==> src/hw/rtl/clcd_pkg.sv <==
// Package with the codes, control word type and microcode table of the LCD sequencer.
package clcd_pkg;

  typedef enum logic [2:0] {
    ACT_INIT    = 3'd0,
    ACT_COMMAND = 3'd1,
    ACT_DATA    = 3'd2,
    ACT_CURSOR  = 3'd3,
    ACT_CLEAR   = 3'd4
  } action_e;

  typedef enum logic [1:0] {
    CFG_COMMAND_GAP   = 2'd0,
    CFG_CLEAR_SETTLE  = 2'd1,
    CFG_POWER_UP_WAIT = 2'd2,
    CFG_ENABLE_PULSE  = 2'd3
  } cfg_index_e;

  typedef enum logic [2:0] {
    WAIT_ZERO,
    WAIT_POWER_UP,
    WAIT_WAKE_LONG,
    WAIT_WAKE_SHORT,
    WAIT_SHORT_GAP,
    WAIT_GAP,
    WAIT_SETTLE_GAP
  } wait_sel_e;

  typedef enum logic [1:0] {
    NIB_CONST,
    NIB_HIGH,
    NIB_LOW
  } nib_sel_e;

  typedef struct packed {
    nib_sel_e   nib_sel;
    logic [3:0] nib_const;
    wait_sel_e  wait_sel;
    logic       settle_en;
    logic       last;
  } ucode_t;

  localparam int unsigned StepW = 4;
  localparam logic [StepW-1:0] InitEntry = 4'd0;
  localparam logic [StepW-1:0] ByteEntry = 4'd14;

  localparam logic [15:0] WakeLongUs  = 16'd5000;
  localparam logic [15:0] WakeShortUs = 16'd150;
  localparam logic [7:0]  CmdClear    = 8'h01;
  localparam logic [7:0]  CmdSetDdram = 8'h80;
  localparam logic [7:0]  Row1Offset  = 8'h40;

  localparam logic [15:0] ResetCommandGap = 16'd50;
  localparam logic [15:0] ResetClearSettle = 16'd2000;
  localparam logic [15:0] ResetPowerUpWait = 16'd20000;

  function automatic ucode_t uc(nib_sel_e s, logic [3:0] c, wait_sel_e w,
                                logic st, logic l);
    ucode_t r;
    r.nib_sel   = s;
    r.nib_const = c;
    r.wait_sel  = w;
    r.settle_en = st;
    r.last      = l;
    return r;
  endfunction

  // Init program occupies steps 0 to 13, the shared byte program steps 14 and 15.
  function automatic ucode_t ucode_rom(logic [StepW-1:0] step);
    ucode_t r;
    unique case (step)
      4'd0:  r = uc(NIB_CONST, 4'h3, WAIT_POWER_UP,   1'b0, 1'b0);
      4'd1:  r = uc(NIB_CONST, 4'h3, WAIT_WAKE_LONG,  1'b0, 1'b0);
      4'd2:  r = uc(NIB_CONST, 4'h3, WAIT_WAKE_SHORT, 1'b0, 1'b0);
      4'd3:  r = uc(NIB_CONST, 4'h2, WAIT_WAKE_SHORT, 1'b0, 1'b0);
      4'd4:  r = uc(NIB_CONST, 4'h2, WAIT_SHORT_GAP,  1'b0, 1'b0);
      4'd5:  r = uc(NIB_CONST, 4'h8, WAIT_ZERO,       1'b0, 1'b0);
      4'd6:  r = uc(NIB_CONST, 4'h0, WAIT_GAP,        1'b0, 1'b0);
      4'd7:  r = uc(NIB_CONST, 4'h8, WAIT_ZERO,       1'b0, 1'b0);
      4'd8:  r = uc(NIB_CONST, 4'h0, WAIT_GAP,        1'b0, 1'b0);
      4'd9:  r = uc(NIB_CONST, 4'h1, WAIT_ZERO,       1'b0, 1'b0);
      4'd10: r = uc(NIB_CONST, 4'h0, WAIT_SETTLE_GAP, 1'b0, 1'b0);
      4'd11: r = uc(NIB_CONST, 4'h6, WAIT_ZERO,       1'b0, 1'b0);
      4'd12: r = uc(NIB_CONST, 4'h0, WAIT_GAP,        1'b0, 1'b0);
      4'd13: r = uc(NIB_CONST, 4'hC, WAIT_ZERO,       1'b0, 1'b1);
      4'd14: r = uc(NIB_HIGH,  4'h0, WAIT_GAP,        1'b0, 1'b0);
      4'd15: r = uc(NIB_LOW,   4'h0, WAIT_ZERO,       1'b1, 1'b1);
      default: r = uc(NIB_CONST, 4'h0, WAIT_ZERO,     1'b0, 1'b1);
    endcase
    return r;
  endfunction

endpackage

==> src/hw/rtl/char_lcd_nibble_sequencer.sv <==
// Top level of the 4-bit character LCD request sequencer.
// Each accepted request is turned into enable-strobe items, one per cycle while the
// output side takes them: init gives 14 items, command, data, set cursor and clear
// give two, and actions 5 to 7 are taken and give none. A request is accepted when
// the sequencer is free and keeps it busy until the step counter, walking the
// microcode table, reaches the step marked last. A new request may be taken while
// the last strobe of the previous one still waits in the output register. Waits
// that include the command gap saturate at 65535.
module char_lcd_nibble_sequencer (
  input  logic        clk_i,
  input  logic        rst_ni,
  input  logic        in_valid_i,
  output logic        in_ready_o,
  input  logic [2:0]  action_i,
  input  logic [7:0]  byte_value_i,
  input  logic [5:0]  column_i,
  input  logic        row_i,
  output logic        out_valid_o,
  input  logic        out_ready_i,
  output logic        register_select_o,
  output logic [3:0]  nibble_o,
  output logic [15:0] wait_before_us_o,
  output logic [15:0] settle_after_us_o,
  output logic        last_o,
  input  logic        cfg_valid_i,
  output logic        cfg_ready_o,
  input  logic [1:0]  cfg_index_i,
  input  logic [15:0] cfg_data_i
);

  logic [15:0] gap_q, settle_q, power_up_q;
  logic        busy_q, busy_d;
  logic [clcd_pkg::StepW-1:0] step_q, step_d;
  logic        out_valid_q, out_valid_d;
  logic [7:0]  byte_q;
  logic        rs_q, clear_q;
  logic        in_fire, advance, start;
  logic [clcd_pkg::StepW-1:0] entry;
  logic [7:0]  req_byte;
  logic        req_rs, req_clear;
  clcd_pkg::ucode_t ucw;
  logic [15:0] addend, sum_sat, wait_val, settle_val;
  logic [16:0] sum;
  logic [3:0]  nib_val;
  logic        rs_oq, last_oq;
  logic [3:0]  nib_oq;
  logic [15:0] wait_oq, settle_oq;

  assign in_ready_o  = !busy_q;
  assign cfg_ready_o = 1'b1;
  assign in_fire     = in_valid_i && in_ready_o;
  assign advance     = busy_q && (!out_valid_q || out_ready_i);

  always_comb begin
    start     = 1'b1;
    entry     = clcd_pkg::ByteEntry;
    req_byte  = byte_value_i;
    req_rs    = 1'b0;
    req_clear = 1'b0;
    unique case (clcd_pkg::action_e'(action_i))
      clcd_pkg::ACT_INIT: begin
        entry = clcd_pkg::InitEntry;
      end
      clcd_pkg::ACT_COMMAND: begin
      end
      clcd_pkg::ACT_DATA: begin
        req_rs = 1'b1;
      end
      clcd_pkg::ACT_CURSOR: begin
        req_byte = clcd_pkg::CmdSetDdram
                 | ((row_i ? clcd_pkg::Row1Offset : 8'h00) + {2'b00, column_i});
      end
      clcd_pkg::ACT_CLEAR: begin
        req_byte  = clcd_pkg::CmdClear;
        req_clear = 1'b1;
      end
      default: begin
        start = 1'b0;
      end
    endcase
  end

  assign ucw = clcd_pkg::ucode_rom(step_q);

  always_comb begin
    case (ucw.wait_sel)
      clcd_pkg::WAIT_SHORT_GAP:  addend = clcd_pkg::WakeShortUs;
      clcd_pkg::WAIT_SETTLE_GAP: addend = settle_q;
      default:                   addend = 16'd0;
    endcase
    sum     = {1'b0, addend} + {1'b0, gap_q};
    sum_sat = sum[16] ? 16'hFFFF : sum[15:0];
    unique case (ucw.wait_sel)
      clcd_pkg::WAIT_POWER_UP:   wait_val = power_up_q;
      clcd_pkg::WAIT_WAKE_LONG:  wait_val = clcd_pkg::WakeLongUs;
      clcd_pkg::WAIT_WAKE_SHORT: wait_val = clcd_pkg::WakeShortUs;
      clcd_pkg::WAIT_SHORT_GAP,
      clcd_pkg::WAIT_GAP,
      clcd_pkg::WAIT_SETTLE_GAP: wait_val = sum_sat;
      default:                   wait_val = 16'd0;
    endcase
    unique case (ucw.nib_sel)
      clcd_pkg::NIB_HIGH: nib_val = byte_q[7:4];
      clcd_pkg::NIB_LOW:  nib_val = byte_q[3:0];
      default:            nib_val = ucw.nib_const;
    endcase
    settle_val = (ucw.settle_en && clear_q) ? settle_q : 16'd0;
  end

  always_comb begin
    busy_d      = busy_q;
    step_d      = step_q;
    out_valid_d = out_valid_q;
    if (out_ready_i) begin
      out_valid_d = 1'b0;
    end
    if (advance) begin
      out_valid_d = 1'b1;
      step_d      = step_q + 1'b1;
      if (ucw.last) begin
        busy_d = 1'b0;
      end
    end else if (in_fire && start) begin
      busy_d = 1'b1;
      step_d = entry;
    end
  end

  always_ff @(posedge clk_i or negedge rst_ni) begin
    if (!rst_ni) begin
      busy_q      <= 1'b0;
      step_q      <= '0;
      out_valid_q <= 1'b0;
      gap_q       <= clcd_pkg::ResetCommandGap;
      settle_q    <= clcd_pkg::ResetClearSettle;
      power_up_q  <= clcd_pkg::ResetPowerUpWait;
    end else begin
      busy_q      <= busy_d;
      step_q      <= step_d;
      out_valid_q <= out_valid_d;
      if (cfg_valid_i && cfg_ready_o) begin
        case (clcd_pkg::cfg_index_e'(cfg_index_i))
          clcd_pkg::CFG_COMMAND_GAP:   gap_q      <= cfg_data_i;
          clcd_pkg::CFG_CLEAR_SETTLE:  settle_q   <= cfg_data_i;
          clcd_pkg::CFG_POWER_UP_WAIT: power_up_q <= cfg_data_i;
          default: begin
          end
        endcase
      end
    end
  end

  always_ff @(posedge clk_i) begin
    if (in_fire && start) begin
      byte_q  <= req_byte;
      rs_q    <= req_rs;
      clear_q <= req_clear;
    end
    if (advance) begin
      rs_oq     <= rs_q;
      nib_oq    <= nib_val;
      wait_oq   <= wait_val;
      settle_oq <= settle_val;
      last_oq   <= ucw.last;
    end
  end

  assign out_valid_o       = out_valid_q;
  assign register_select_o = rs_oq;
  assign nibble_o          = nib_oq;
  assign wait_before_us_o  = wait_oq;
  assign settle_after_us_o = settle_oq;
  assign last_o            = last_oq;

endmodule

==> config.mk <==
export PLATFORM = sky130hd
export DESIGN_NAME = char_lcd_nibble_sequencer
export DESIGN_NICKNAME = d
export VERILOG_FILES = /design/src/hw/rtl/clcd_pkg.sv /design/src/hw/rtl/char_lcd_nibble_sequencer.sv
export SDC_FILE = /design/constraint.sdc
export NUM_CORES = 1
export LEC_CHECK = 0
export ABC_AREA = 1
export BUFFER_PORTS_ARGS = -buffer_cell sky130_fd_sc_hd__buf_2
export CAP_MARGIN = 20
export CORE_AREA = 2 2 108 110
export DETAILED_ROUTE_END_ITERATION = 12
export DIE_AREA = 0 0 110 112
export GPL_TIMING_DRIVEN = 0
export PLACE_DENSITY = 0.7
export SETUP_SLACK_MARGIN = 0.05
export SLEW_MARGIN = 20
export SYNTH_ARGS = -nofsm -noshare
export SYNTH_HDL_FRONTEND = slang
export SYNTH_SLANG_ARGS = --single-unit
export TNS_END_PERCENT = 10
==> constraint.sdc <==
create_clock -name clk_i -period 7.09 [get_ports clk_i]
set_input_delay 2.127 -clock clk_i [delete_from_list [all_inputs] [get_ports clk_i]]
set_output_delay 2.127 -clock clk_i [all_outputs]
set_load 0.02 [all_outputs]
==> key figures, run 1 <==
Routing
  – First-pass iteration count of the detailed router: 5
  – Antenna Violating Nets Remaining: 0
  – Total number of vias: 4515
  – Number of vias per cell: 5.011
  – WL/cell: 14.44 microns
  – Initial DRC count: 259
  – DRC viols: 0
  – WL final: 13010 microns

GRT
  – Largest net degree at the start of global routing: 55
  – Global-route wire length before repair: 21250 microns
  – Grt ovf: 0
  – Number of global-route vias before repair: 4323
  – Initial antenna violation count: 0
  – Total GRT Usage: 22.67%

Critical path
  – Buffers plus inverters on the worst setup path: 3
  – Crit. End Element: flop
  – Startpoint types: flop
  – Crit path DAT: 3.77 ns
  – CP top delay family: simple AND/OR/NAND/NOR gates
  – Critical path class: flop to flop
  – Critical-path top delay cell: dfrtp_1
  – R2R Setup Slk: 3.41 ns
  – Most frequent CP cell: nand2_1
  – Worst endpoint required time: 7.18 ns
  – Peak per-stage delay on the critical path: 0.50 ns
  – Crit path cell chain: inv_1 > ha_1 > o31ai_4 > nand3_4 > buf_2 > nor2_1 > ha_1 > nand2_1 > nor2_1 > and2_1 > a21oi_1 > buf_2 > nand2_1 > nand2_1 > nand3_1
  – CP Max Fanout: 10

CTS
  – Clock latency on the worst-skew pair: 0.35 ns
  – Number of H-tree levels: 3
  – CTS tree: built
  – # hold bufs at CTS: 0
  – Cts bufs inserted: 9
  – Clk root buf: clkbuf_16
  – Worst-path clk slew: 0.07 ns
  – CTS Sinks: 102
  – Post-cts gate resize count: 0
  – CTS max path bufs: 2
  – Post-CTS Setup Repair Bufs: 0

Finish
  – Area of the multi-input gates: 2182 sq um
  – P&R area growth vs syn: 16.65%
  – # fillers: 1045
  – Finished Layout Cells: 901
  – ANT cells: 0
  – Reg area: 2810 sq um
  – Most frequent cells in the layout: nand2_1 (209), inv_1 (100), buf_2 (82)
  – Fin nets: 822
  – Layout cells sized above 1: 16.49%
  – Most common cell after layout, fill and taps aside: nand2_1

Power
  – Combinational Power Share: 41.0%
  – Pleak: 3.322 nW
  – Internal power: 1.409 mW
  – Clk pwr share: 21.3%
  – Switching share of power: 39.69%
  – Net Switching: 0.9270 mW
  – Pwr/cell area: 366.5 nW/um^2
  – Sequential power share: 37.7%
  – Peak supply drop: 0.0001701 V

Floorplan
  – FP Rows: 39
  – Full die area: 12320 sq um
  – Initial Util: 48.90%
  – Boundary pin count: 82
  – Die Span Y: 112 microns
  – Die width: 110 microns
  – Core box area: 11170 sq um

Synth
  – FF+latch count, synth: 102
  – Post-synthesis cell count: 661
  – Mean Syn Cell Area: 8.266 sq um
  – Sequential share of the synthesized area: 51.43%
  – Area of the mapped netlist: 5464 sq um
  – Net count after synthesis: 730
  – Synth cell types: 32
  – YS warnings: 0
  – Post-synth top area cell: edfxtp_1
  – Synth area leaders: edfxtp_1 (26%), dfrtp_1 (18%), nand2_1 (14%)
  – Post-synth top area share: 26.38%

Status
  – Status: finished clean

Timing
  – RSZ-0062 raised after global routing: no
  – Setup TNS: 0 ns
  – Crit share post-route: 51.95%
  – Worst Tran Pin Value: 0.8174 ns
  – Fin worst setup slack: 3.407 ns
  – Fin crit period: 3.683 ns
  – Relative slew slack: 45.21%
  – Clk_skew: 0.009791 ns
  – Fmax achieved: 271.5 MHz
  – Final Slew Violations: 0
  – Final hold vios: 0
  – Setup violators final: 0

Placed design
  – DP HPWL: 9847 microns
  – Pre-CTS WS: 3.298 ns
  – Placed insts: 885
  – Port Buffer Count: 80
  – Routability cong.: 0.9197

Min path
  – Worst min path class: flop to flop

Job
  – Number of max-cap violations: 0
kinds of logic after synthesis:
logic type / after synthesis / share of synthesized area, %
AOI/OAI and AO/OA: 98 / 9.778
xor gates and xnor gates: 6 / 0.9618
adders and majority gates: 28 / 6.549
buffers and inverters: 120 / 8.724
DFF: 102 / 51.43
other: 1 / 0.06863
and+or+nand+nor: 306 / 22.49
worst paths after layout:
kind / start / to / depth (start not counted)
setup / recovery: step_q[0]$_DFFE_PN0P_ / wait_before_us_o[7]$_DFFE_PP_ / 15
hold reg to reg: rs_q$_DFFE_PP_ / register_select_o$_DFFE_PP_ / 0
hold / removal: rs_q$_DFFE_PP_ / register_select_o$_DFFE_PP_ / 0
setup reg to reg: step_q[0]$_DFFE_PN0P_ / wait_before_us_o[7]$_DFFE_PP_ / 15
min in group asynchronous: rst_ni / out_valid_o$_DFFE_PN0P_ / 1
max in group asynchronous: rst_ni / power_up_q[12]$_DFFE_PN0P_ / 1
metal layers:
layer	up-vias	routed length [microns]	part of all wire (%)	track usage (%)
met3	17	660	5.1	3.044
met5	-	0	0	0
met4	0	272	2.1	7.764
met2	127	5921	46	34.72
li1	2290	-	-	-
met1	2081	6153	47	33.03
final cells by class:
cell class / count / share of cell area (%)
clock inverter: 7 / 1.099
tap: 143 / 2.807
multi-input combinational: 439 / 34.24
inverter: 103 / 6.066
buffer: 17 / 1.413
timing repair buffer: 81 / 6.753
sequential: 102 / 44.09
clock buffer: 9 / 3.534
cells in the mapped netlist:
cell type,instances
nand2_1,209
inv_1,101
o21ai_0,64
nor2_1,50
edfxtp_1,48
dfrtp_1,40
nand3_1,37
ha_1,27
a21oi_1,22
dfstp_2,14
clkbuf_1,10
a22oi_1,4
xor2_1,4
buf_2,3
nor3_1,3
o211ai_1,3
and2_1,2
buf_4,2
buf_6,2
inv_2,2
nand4_1,2
xnor2_1,2
a21o_1,1
a32oi_1,1
conb_1,1
fa_1,1
nand3_4,1
nand3b_1,1
nor2_2,1
o21ai_1,1
o21ai_2,1
o31ai_4,1
per-stage QoR:
stage | cell area, sq um | power [mW] | hold slack (ns) | utilization (%)
2_1_floorplan | 5464 | 1.549 | 0.4003 | -
3_3_place_gp | 6043 | 1.810 | 0.4124 | 54.08
3_5_place_dp | 6078 | 1.840 | 0.4140 | 54.39
4_1_cts | 6374 | 2.343 | 0.4438 | 57.04
5_1_grt | 6374 | 2.496 | 0.4564 | 57.04
6_report | 6374 | 2.336 | 0.4360 | 57.04
registers in the layout (all words and copies together), names as in the netlist, 4 cells and up:
register,count
nibble_o,4
byte_q,8
step_q,4
settle_after_us_o,16
gap_q,16
wait_before_us_o,16
power_up_q,16
settle_q,16
power groups by stage:
| stage | Sequential (mW) | Clock [mW] | Combinational [mW] |
|---|---|---|---|
| 6_report | 0.881 | 0.499 | 0.957 |
| 4_1_cts | 0.882 | 0.505 | 0.956 |
| 3_3_place_gp | 0.889 | 0 | 0.921 |
| 5_1_grt | 0.896 | 0.530 | 1.07 |
| 2_1_floorplan | 0.998 | 0 | 0.552 |
| 3_5_place_dp | 0.892 | 0 | 0.949 |
Note: power is estimated with default switching activity, not from simulation.
==> inputs of run 2 (changes only) <==
==> constraint.sdc (replaced) <==
create_clock -name clk_i -period 3.6 [get_ports clk_i]
set_input_delay 1.08 -clock clk_i [delete_from_list [all_inputs] [get_ports clk_i]]
set_output_delay 1.08 -clock clk_i [all_outputs]
set_load 0.02 [all_outputs]
==> key figures, run 2 (same netlist as run 1, synthesis figures left out) <==
Status
  – Status: finished clean (unchanged)

Routing
  – Initial DRC count: 250 (was 259)
  – Total number of vias: 4546 (was 4515)
  – DRC viols: 0 (unchanged)
  – Number of vias per cell: 5.023 (was 5.011)
  – First-pass iteration count of the detailed router: 5 (unchanged)
  – WL/cell: 14.46 microns (was 14.44 microns)
  – WL final: 13080 microns (was 13010 microns)
  – Antenna Violating Nets Remaining: 0 (unchanged)

GRT
  – Largest net degree at the start of global routing: 55 (unchanged)
  – Initial antenna violation count: 0 (unchanged)
  – Number of global-route vias before repair: 4326 (was 4323)
  – Total GRT Usage: 22.67% (unchanged)
  – Global-route wire length before repair: 21250 microns (about the same)
  – Grt ovf: 0 (unchanged)

Finish
  – # fillers: 1036 (was 1045)
  – Most frequent cells in the layout: nand2_1 (208), inv_1 (100), buf_2 (80) (was nand2_1 (209), inv_1 (100), buf_2 (82))
  – Post-route cell area: 6436 sq um (was 6374 sq um)
  – Layout cells sized above 1: 17.45% (was 16.49%)
  – Finished Layout Cells: 905 (was 901)
  – P&R area growth vs syn: 17.79% (was 16.65%)
  – Fin nets: 826 (was 822)
  – Post-Route Utilization: 57.60% (was 57.04%)
  – ANT cells: 0 (unchanged)
  – Most common cell after layout, fill and taps aside: nand2_1 (unchanged)

Placed design
  – Area post-placement: 6078 sq um (unchanged)
  – Routability cong.: 0.9197 (unchanged)
  – Placed insts: 885 (unchanged)
  – DP HPWL: 9847 microns (unchanged)
  – Pre-CTS WS: -0.04039 ns (was 3.298 ns)
  – Port Buffer Count: 80 (unchanged)

Timing
  – RSZ-0062 raised after global routing: no (unchanged)
  – Hold slack: 0.4363 ns (was 0.4360 ns)
  – Worst Tran Pin Value: 0.8243 ns (was 0.8174 ns)
  – Fin crit period: 3.325 ns (was 3.683 ns)
  – Relative slew slack: 44.75% (was 45.21%)
  – Final Slew Violations: 0 (unchanged)
  – Setup TNS: 0 ns (unchanged)
  – Clk_skew: 0.007629 ns (was 0.009791 ns)
  – Fmax achieved: 300.7 MHz (was 271.5 MHz)
  – Final hold vios: 0 (unchanged)
  – Crit share post-route: 92.37% (was 51.95%)
  – Setup violators final: 0 (unchanged)
  – Fin worst setup slack: 0.2746 ns (was 3.407 ns)

Floorplan
  – Core box area: 11170 sq um (unchanged)
  – Die width: 110 microns (unchanged)
  – Die Span Y: 112 microns (unchanged)
  – Boundary pin count: 82 (unchanged)
  – FP Rows: 39 (unchanged)
  – Full die area: 12320 sq um (unchanged)
  – Initial Util: 48.90% (unchanged)

Power
  – Pleak: 3.352 nW (was 3.322 nW)
  – Peak supply drop: 0.0003360 V (was 0.0001701 V)
  – Tot Pwr: 4.661 mW (was 2.336 mW)
  – Pwr/cell area: 724.2 nW/um^2 (was 366.5 nW/um^2)

CTS
  – # hold bufs at CTS: 0 (unchanged)
  – Number of H-tree levels: 3 (unchanged)
  – Clk root buf: clkbuf_16 (unchanged)
  – CTS max path bufs: 2 (unchanged)
  – Cts bufs inserted: 9 (unchanged)
  – Clock latency on the worst-skew pair: 0.35 ns (about the same)
  – CTS tree: built (unchanged)
  – Worst-path clk slew: 0.07 ns (about the same)
  – CTS Sinks: 102 (unchanged)

Critical path
  – Most frequent CP cell: nand2_1 (unchanged)
  – Peak per-stage delay on the critical path: 0.40 ns (was 0.50 ns)
  – Crit path DAT: 3.41 ns (was 3.77 ns)
  – CP Max Fanout: 10 (unchanged)
  – Critical-path top delay cell: dfrtp_1 (unchanged)
  – Crit path cell chain: inv_1 > ha_1 > o211ai_1 > nand2_2 > nand3_4 > nor2_1 > ha_1 > fa_1 > nand2_1 > a21oi_1 > nand2_1 > nand2_1 > a21oi_4 > buf_6 > nand2_1 > nand2_1 > nand3_1 (was inv_1 > ha_1 > o31ai_4 > nand3_4 > buf_2 > nor2_1 > ha_1 > nand2_1 > nor2_1 > and2_1 > a21oi_1 > buf_2 > nand2_1 > nand2_1 > nand3_1)
  – CP top delay family: simple AND/OR/NAND/NOR gates (unchanged)
  – Startpoint types: flop (unchanged)
  – Critical path class: flop to flop (unchanged)
  – Buffers plus inverters on the worst setup path: 2 (was 3)
  – Crit. End Element: flop (unchanged)
  – Worst endpoint required time: 3.68 ns (was 7.18 ns)

Job
  – Number of max-cap violations: 0 (unchanged)

Min path
  – Worst min path class: flop to flop (unchanged)
## run 2: cell count changes in the layout (fill, tap and decap cells not counted), sizes merged
| cell | delta |
|---|---|
| buf | +4 |
## run 2: area by class of cell
| type | count | area (sq um) | share of cell area (%) |
|---|---|---|---|
| clock inverter | 7 | 70.07 | 1.089 |
| multi-input combinational | 439 | 2201 | 34.20 |
| tap | 143 | 178.9 | 2.780 |
| timing repair buffer | 85 | 460.4 | 7.154 |
| sequential | 102 | 2811 | 43.68 |
| buffer | 17 | 102.6 | 1.594 |
| clock buffer | 9 | 225.2 | 3.499 |
| inverter | 103 | 386.6 | 6.007 |
## run 2: report_power, final
| part | switching [mW] | leakage, nW | total (mW) | internal [mW] |
|---|---|---|---|---|
| Clock | 0.439 | 0.148 | 0.979 | 0.540 |
| Sequential | 0.115 | 1.11 | 1.73 | 1.62 |
| Combinational | 1.29 | 2.09 | 1.95 | 0.657 |
## run 2: routing by layer
layer / global-route usage [%] / share of wire, %
met1: 32.99 / 47
met2: 34.76 / 46
met5: 0 / 0
met4: 7.764 / 1.7
met3: 3.044 / 5.5
## run 2: final timing paths
kind                       cells past startpoint                  start                             to  slack [ns]
max reg2reg                                   17  step_q[1]$_DFFE_PN0P_  wait_before_us_o[7]$_DFFE_PP_        0.27
min                                            0         rs_q$_DFFE_PP_    register_select_o$_DFFE_PP_        0.44
min in group asynchronous                      1                 rst_ni        out_valid_o$_DFFE_PN0P_        0.78
min reg2reg                                    0         rs_q$_DFFE_PP_    register_select_o$_DFFE_PP_        0.44
max in group asynchronous                      1                 rst_ni          step_q[0]$_DFFE_PN0P_        2.33
max                                           17  step_q[1]$_DFFE_PN0P_  wait_before_us_o[7]$_DFFE_PP_        0.27
## run 2: worst reg2reg max path, cell delays in order (launching register included)
cell and delay, ns:
dfrtp_1 0.40, inv_1 0.14, ha_1 0.20, o211ai_1 0.28, nand2_2 0.13, nand3_4 0.16, nor2_1 0.06, ha_1 0.23
fa_1 0.40, nand2_1 0.12, a21oi_1 0.13, nand2_1 0.10, nand2_1 0.11, a21oi_4 0.20, buf_6 0.18, nand2_1 0.06
nand2_1 0.06, nand3_1 0.09
## run 2: repair_timing
| item | CTS | global route |
|---|---|---|
| resized for setup | 2 | 8 |
| pin swaps | 0 | 2 |
| buffers inserted | 0 | 4 |
| endpoints found under the setup margin | 10 | 16 |
==> inputs of run 3 (changes only) <==
--- a/config.mk
+++ b/config.mk
@@ -5,14 +5,14 @@
 export SDC_FILE = /design/constraint.sdc
 export NUM_CORES = 1
 export LEC_CHECK = 0
-export ABC_AREA = 1
+export ABC_AREA = 0
 export BUFFER_PORTS_ARGS = -buffer_cell sky130_fd_sc_hd__buf_2
 export CAP_MARGIN = 20
-export CORE_AREA = 2 2 108 110
+export CORE_AREA = 2 2 107 109
 export DETAILED_ROUTE_END_ITERATION = 12
-export DIE_AREA = 0 0 110 112
+export DIE_AREA = 0 0 109 111
 export GPL_TIMING_DRIVEN = 0
-export PLACE_DENSITY = 0.7
+export PLACE_DENSITY = 0.71
 export SETUP_SLACK_MARGIN = 0.05
 export SLEW_MARGIN = 20
 export SYNTH_ARGS = -nofsm -noshare
==> key figures, run 3 <==
Finish
  – # fillers: 907 (was 1036)
  – Most frequent cells in the layout: buf_2 (86), edfxtp_1 (48), nand2_1 (43) (was nand2_1 (208), inv_1 (100), buf_2 (80))
  – Layout cells sized above 1: 35.26% (was 17.45%)
  – Post-route cell area: 6454 sq um (was 6436 sq um)
  – Most common cell after layout, fill and taps aside: buf_2 (was nand2_1)
  – ANT cells: 0 (unchanged)
  – P&R area growth vs syn: 20.01% (was 17.79%)
  – Fin nets: 634 (was 826)

Placed design
  – Routability cong.: 0.8977 (was 0.9197)
  – Port Buffer Count: 80 (unchanged)
  – DP HPWL: 8350 microns (was 9847 microns)
  – Area post-placement: 5988 sq um (was 6078 sq um)

Routing
  – WL/cell: 16.73 microns (was 14.46 microns)
  – DRC viols: 0 (unchanged)
  – Total number of vias: 3887 (was 4546)
  – Number of vias per cell: 5.452 (was 5.023)
  – WL final: 11930 microns (was 13080 microns)
  – Antenna Violating Nets Remaining: 0 (unchanged)
  – Initial DRC count: 233 (was 250)
  – First-pass iteration count of the detailed router: 4 (was 5)

Job
  – Number of max-cap violations: 0 (unchanged)

Min path
  – Worst min path class: flop to flop (unchanged)
  – Worst Min Path Start: rs_q$_DFFE_PP_ (unchanged)
  – Worst hold stages: 0 (unchanged)
  – Hold Crit Endpoint: register_select_o$_DFFE_PP_ (unchanged)

Synth
  – Synth cell types: 57 (was 32)
  – Most frequent cell after synthesis: edfxtp_1 (was nand2_1)
  – Sequential share of the synthesized area: 52.26% (was 51.43%)
  – Synth cell count leaders: edfxtp_1 (48), nand2_1 (43), dfrtp_1 (40), mux2_2 (40), and2_1 (33) (was nand2_1 (209), inv_1 (101), o21ai_0 (64), nor2_1 (50), edfxtp_1 (48))
  – Synth area leaders: edfxtp_1 (27%), dfrtp_1 (19%), mux2_2 (8.4%) (was edfxtp_1 (26%), dfrtp_1 (18%), nand2_1 (14%))
  – FF+latch count, synth: 102 (unchanged)
  – Top_reg_cell synth: edfxtp_1 (unchanged)
  – Post-synth EDFFs: 48 (unchanged)
  – YS warnings: 0 (unchanged)
  – Post-synthesis cell count: 465 (was 661)
  – Post-synth ARST share: 52.94% (unchanged)
  – Post-synth top area share: 26.80% (was 26.38%)
  – Mean Syn Cell Area: 11.56 sq um (was 8.266 sq um)
  – Area of the mapped netlist: 5378 sq um (was 5464 sq um)
  – Post-synth top area cell: edfxtp_1 (unchanged)
  – Net count after synthesis: 534 (was 730)

GRT
  – Initial antenna violation count: 0 (unchanged)
  – Grt ovf: 0 (unchanged)
  – Global-route wire length before repair: 19200 microns (was 21250 microns)
  – Largest net degree at the start of global routing: 55 (unchanged)
  – Total GRT Usage: 20.43% (was 22.67%)
  – Number of global-route vias before repair: 3874 (was 4326)

CTS
  – Worst-path clk slew: 0.07 ns (about the same)
  – # hold bufs at CTS: 0 (unchanged)
  – Clk root buf: clkbuf_16 (unchanged)
  – Number of H-tree levels: 3 (unchanged)
  – CTS Sinks: 102 (unchanged)
  – CTS max path bufs: 2 (unchanged)
  – CTS tree: built (unchanged)
  – Cts bufs inserted: 9 (unchanged)
  – Clock latency on the worst-skew pair: 0.34 ns (was 0.35 ns)

Critical path
  – Reg2reg end: wait_before_us_o[6]$_DFFE_PP_ (was wait_before_us_o[7]$_DFFE_PP_)
  – Critical path class: flop to flop (unchanged)
  – Worst endpoint required time: 3.66 ns (was 3.68 ns)
  – R2R Setup Slk: 0.13 ns (was 0.27 ns)
  – Crit path DAT: 3.53 ns (was 3.41 ns)
  – R2R depth: 14 (was 17)
  – Most frequent CP cell: a21oi_4 (was nand2_1)
  – Startpoint types: flop (unchanged)
  – CP Max Fanout: 10 (unchanged)
  – RR Startpoint: step_q[0]$_DFFE_PN0P_ (was step_q[1]$_DFFE_PN0P_)
  – Crit path cell chain: buf_8 > clkinvlp_4 > ha_1 > buf_4 > and3_4 > and2_1 > ha_2 > fa_2 > a211oi_4 > o21ai_4 > a21oi_4 > a21oi_4 > nand2_4 > o211ai_1 (was inv_1 > ha_1 > o211ai_1 > nand2_2 > nand3_4 > nor2_1 > ha_1 > fa_1 > nand2_1 > a21oi_1 > nand2_1 > nand2_1 > a21oi_4 > buf_6 > nand2_1 > nand2_1 > nand3_1)
  – Peak per-stage delay on the critical path: 0.44 ns (was 0.40 ns)
  – Crit. End Element: flop (unchanged)
  – Critical-path top delay cell: fa_2 (was dfrtp_1)

Floorplan
  – Core box area: 11080 sq um (was 11170 sq um)
  – Boundary pin count: 82 (unchanged)
  – Full die area: 12100 sq um (was 12320 sq um)
  – FP Rows: 39 (unchanged)
  – Die width: 109 microns (was 110 microns)
  – Initial Util: 48.55% (was 48.90%)
  – Die Span Y: 111 microns (was 112 microns)

Power
  – Pleak: 2.751 nW (was 3.352 nW)
  – Tot Pwr: 4.980 mW (was 4.661 mW)
  – Pwr/cell area: 771.6 nW/um^2 (was 724.2 nW/um^2)
  – Peak supply drop: 0.0004979 V (was 0.0003360 V)

Timing
  – Setup violators final: 0 (unchanged)
  – Fin crit period: 3.470 ns (was 3.325 ns)
  – Worst Tran Pin Value: 0.8022 ns (was 0.8243 ns)
  – Fmax achieved: 288.2 MHz (was 300.7 MHz)
  – Final hold vios: 0 (unchanged)
  – Relative slew slack: 46.41% (was 44.75%)
  – Crit share post-route: 96.40% (was 92.37%)
  – RSZ-0062 raised after global routing: no (unchanged)
  – Clk_skew: 0.006884 ns (was 0.007629 ns)
  – Final Slew Violations: 0 (unchanged)

Status
  – Status: finished clean (unchanged)
-- run 3: changes by cell type after synthesis, sizes merged, moves of 31 or more --
| cell | before | now |
|---|---|---|
| nand2 | 209 | 44 |
| inv | 103 | 12 |
| mux2 | 0 | 49 |
| o21ai | 66 | 29 |
| and2 | 2 | 33 |
| nand3 | 38 | 7 |
-- run 3: cell type report --
class,instances,area [sq um],share of cell area [%]
Tap cell,143,178.9,2.772
Inverter,12,48.80,0.7561
Sequential cell,102,2811,43.56
Multi-Input combinational cell,333,2529,39.18
Clock inverter,3,45.04,0.6979
Clock buffer,13,250.2,3.877
Timing Repair Buffer,88,483.0,7.484
Buffer,19,107.6,1.667
-- run 3: timing repair --
action / 4_1_cts / 5_1_grt
setup endpoints to repair: 16 / 16
setup buffers: 1 / 6
gates cloned: 0 / 1
resized for setup: 10 / 20
pin swaps: 3 / 5
-- run 3: stage by stage --
stage	utilization (%)	hold slack (ns)	std cells	TNS, ns	setup slack [ns]
detailed placement	54.06	0.4204	689	-6.840	-0.4794
floorplan	-	0.4003	465	0	0.2285
finish	58.26	0.4242	713	0	0.1297
global route	58.26	0.4330	713	0	0.03520
CTS	57.11	0.4272	706	0	0.08912
global placement	53.78	0.4051	688	-7.414	-0.4940
-- run 3: cells by family after synthesis --
logic type / count (synthesis) / synth area share, %
AO/OA/AOI/OAI: 109 / 13.68
XOR/XNOR: 9 / 1.466
adder cells (fa/ha/maj): 28 / 6.654
buffers and inverters: 31 / 2.420
flip-flops: 102 / 52.26
multiplexers: 52 / 10.82
other: 1 / 0.06973
AND/OR/NAND/NOR: 133 / 12.63
-- run 3: worst max-delay path: cells and delay by family (launching register included) --
kind / cells / cell delay (ns)
AND/OR/NAND/NOR: 3 / 0.49
buffers and inverters: 3 / 0.43
flip-flops: 1 / 0.38
AO/OA/AOI/OAI: 5 / 1.02
adder cells (fa/ha/maj): 3 / 0.87
-- run 3: layer usage --
metal | wire, microns | global-route usage, %
met5 | 0 | 0
met4 | 201 | 7.094
met2 | 5687 | 32.92
met1 | 5546 | 28.27
met3 | 492 | 2.763
-- run 3: how the worst max path moves through the flow --
stage	startpoint	endpoint	cells past startpoint
final	step_q[0]$_DFFE_PN0P_	wait_before_us_o[6]$_DFFE_PP_	14
after global routing	step_q[0]$_DFFE_PN0P_	wait_before_us_o[13]$_DFFE_PP_	14
after CTS	step_q[0]$_DFFE_PN0P_	wait_before_us_o[6]$_DFFE_PP_	14
after detailed placement	step_q[0]$_DFFE_PN0P_	wait_before_us_o[6]$_DFFE_PP_	14
after global placement	step_q[0]$_DFFE_PN0P_	wait_before_us_o[13]$_DFFE_PP_	14
after floorplan	step_q[0]$_DFFE_PN0P_	wait_before_us_o[13]$_DFFE_PP_	14
-- run 3: where the power goes --
group | total, mW | switching (mW) | internal [mW]
Clock | 0.970 | 0.411 | 0.559
Combinational | 2.19 | 1.33 | 0.859
Sequential | 1.82 | 0.136 | 1.68
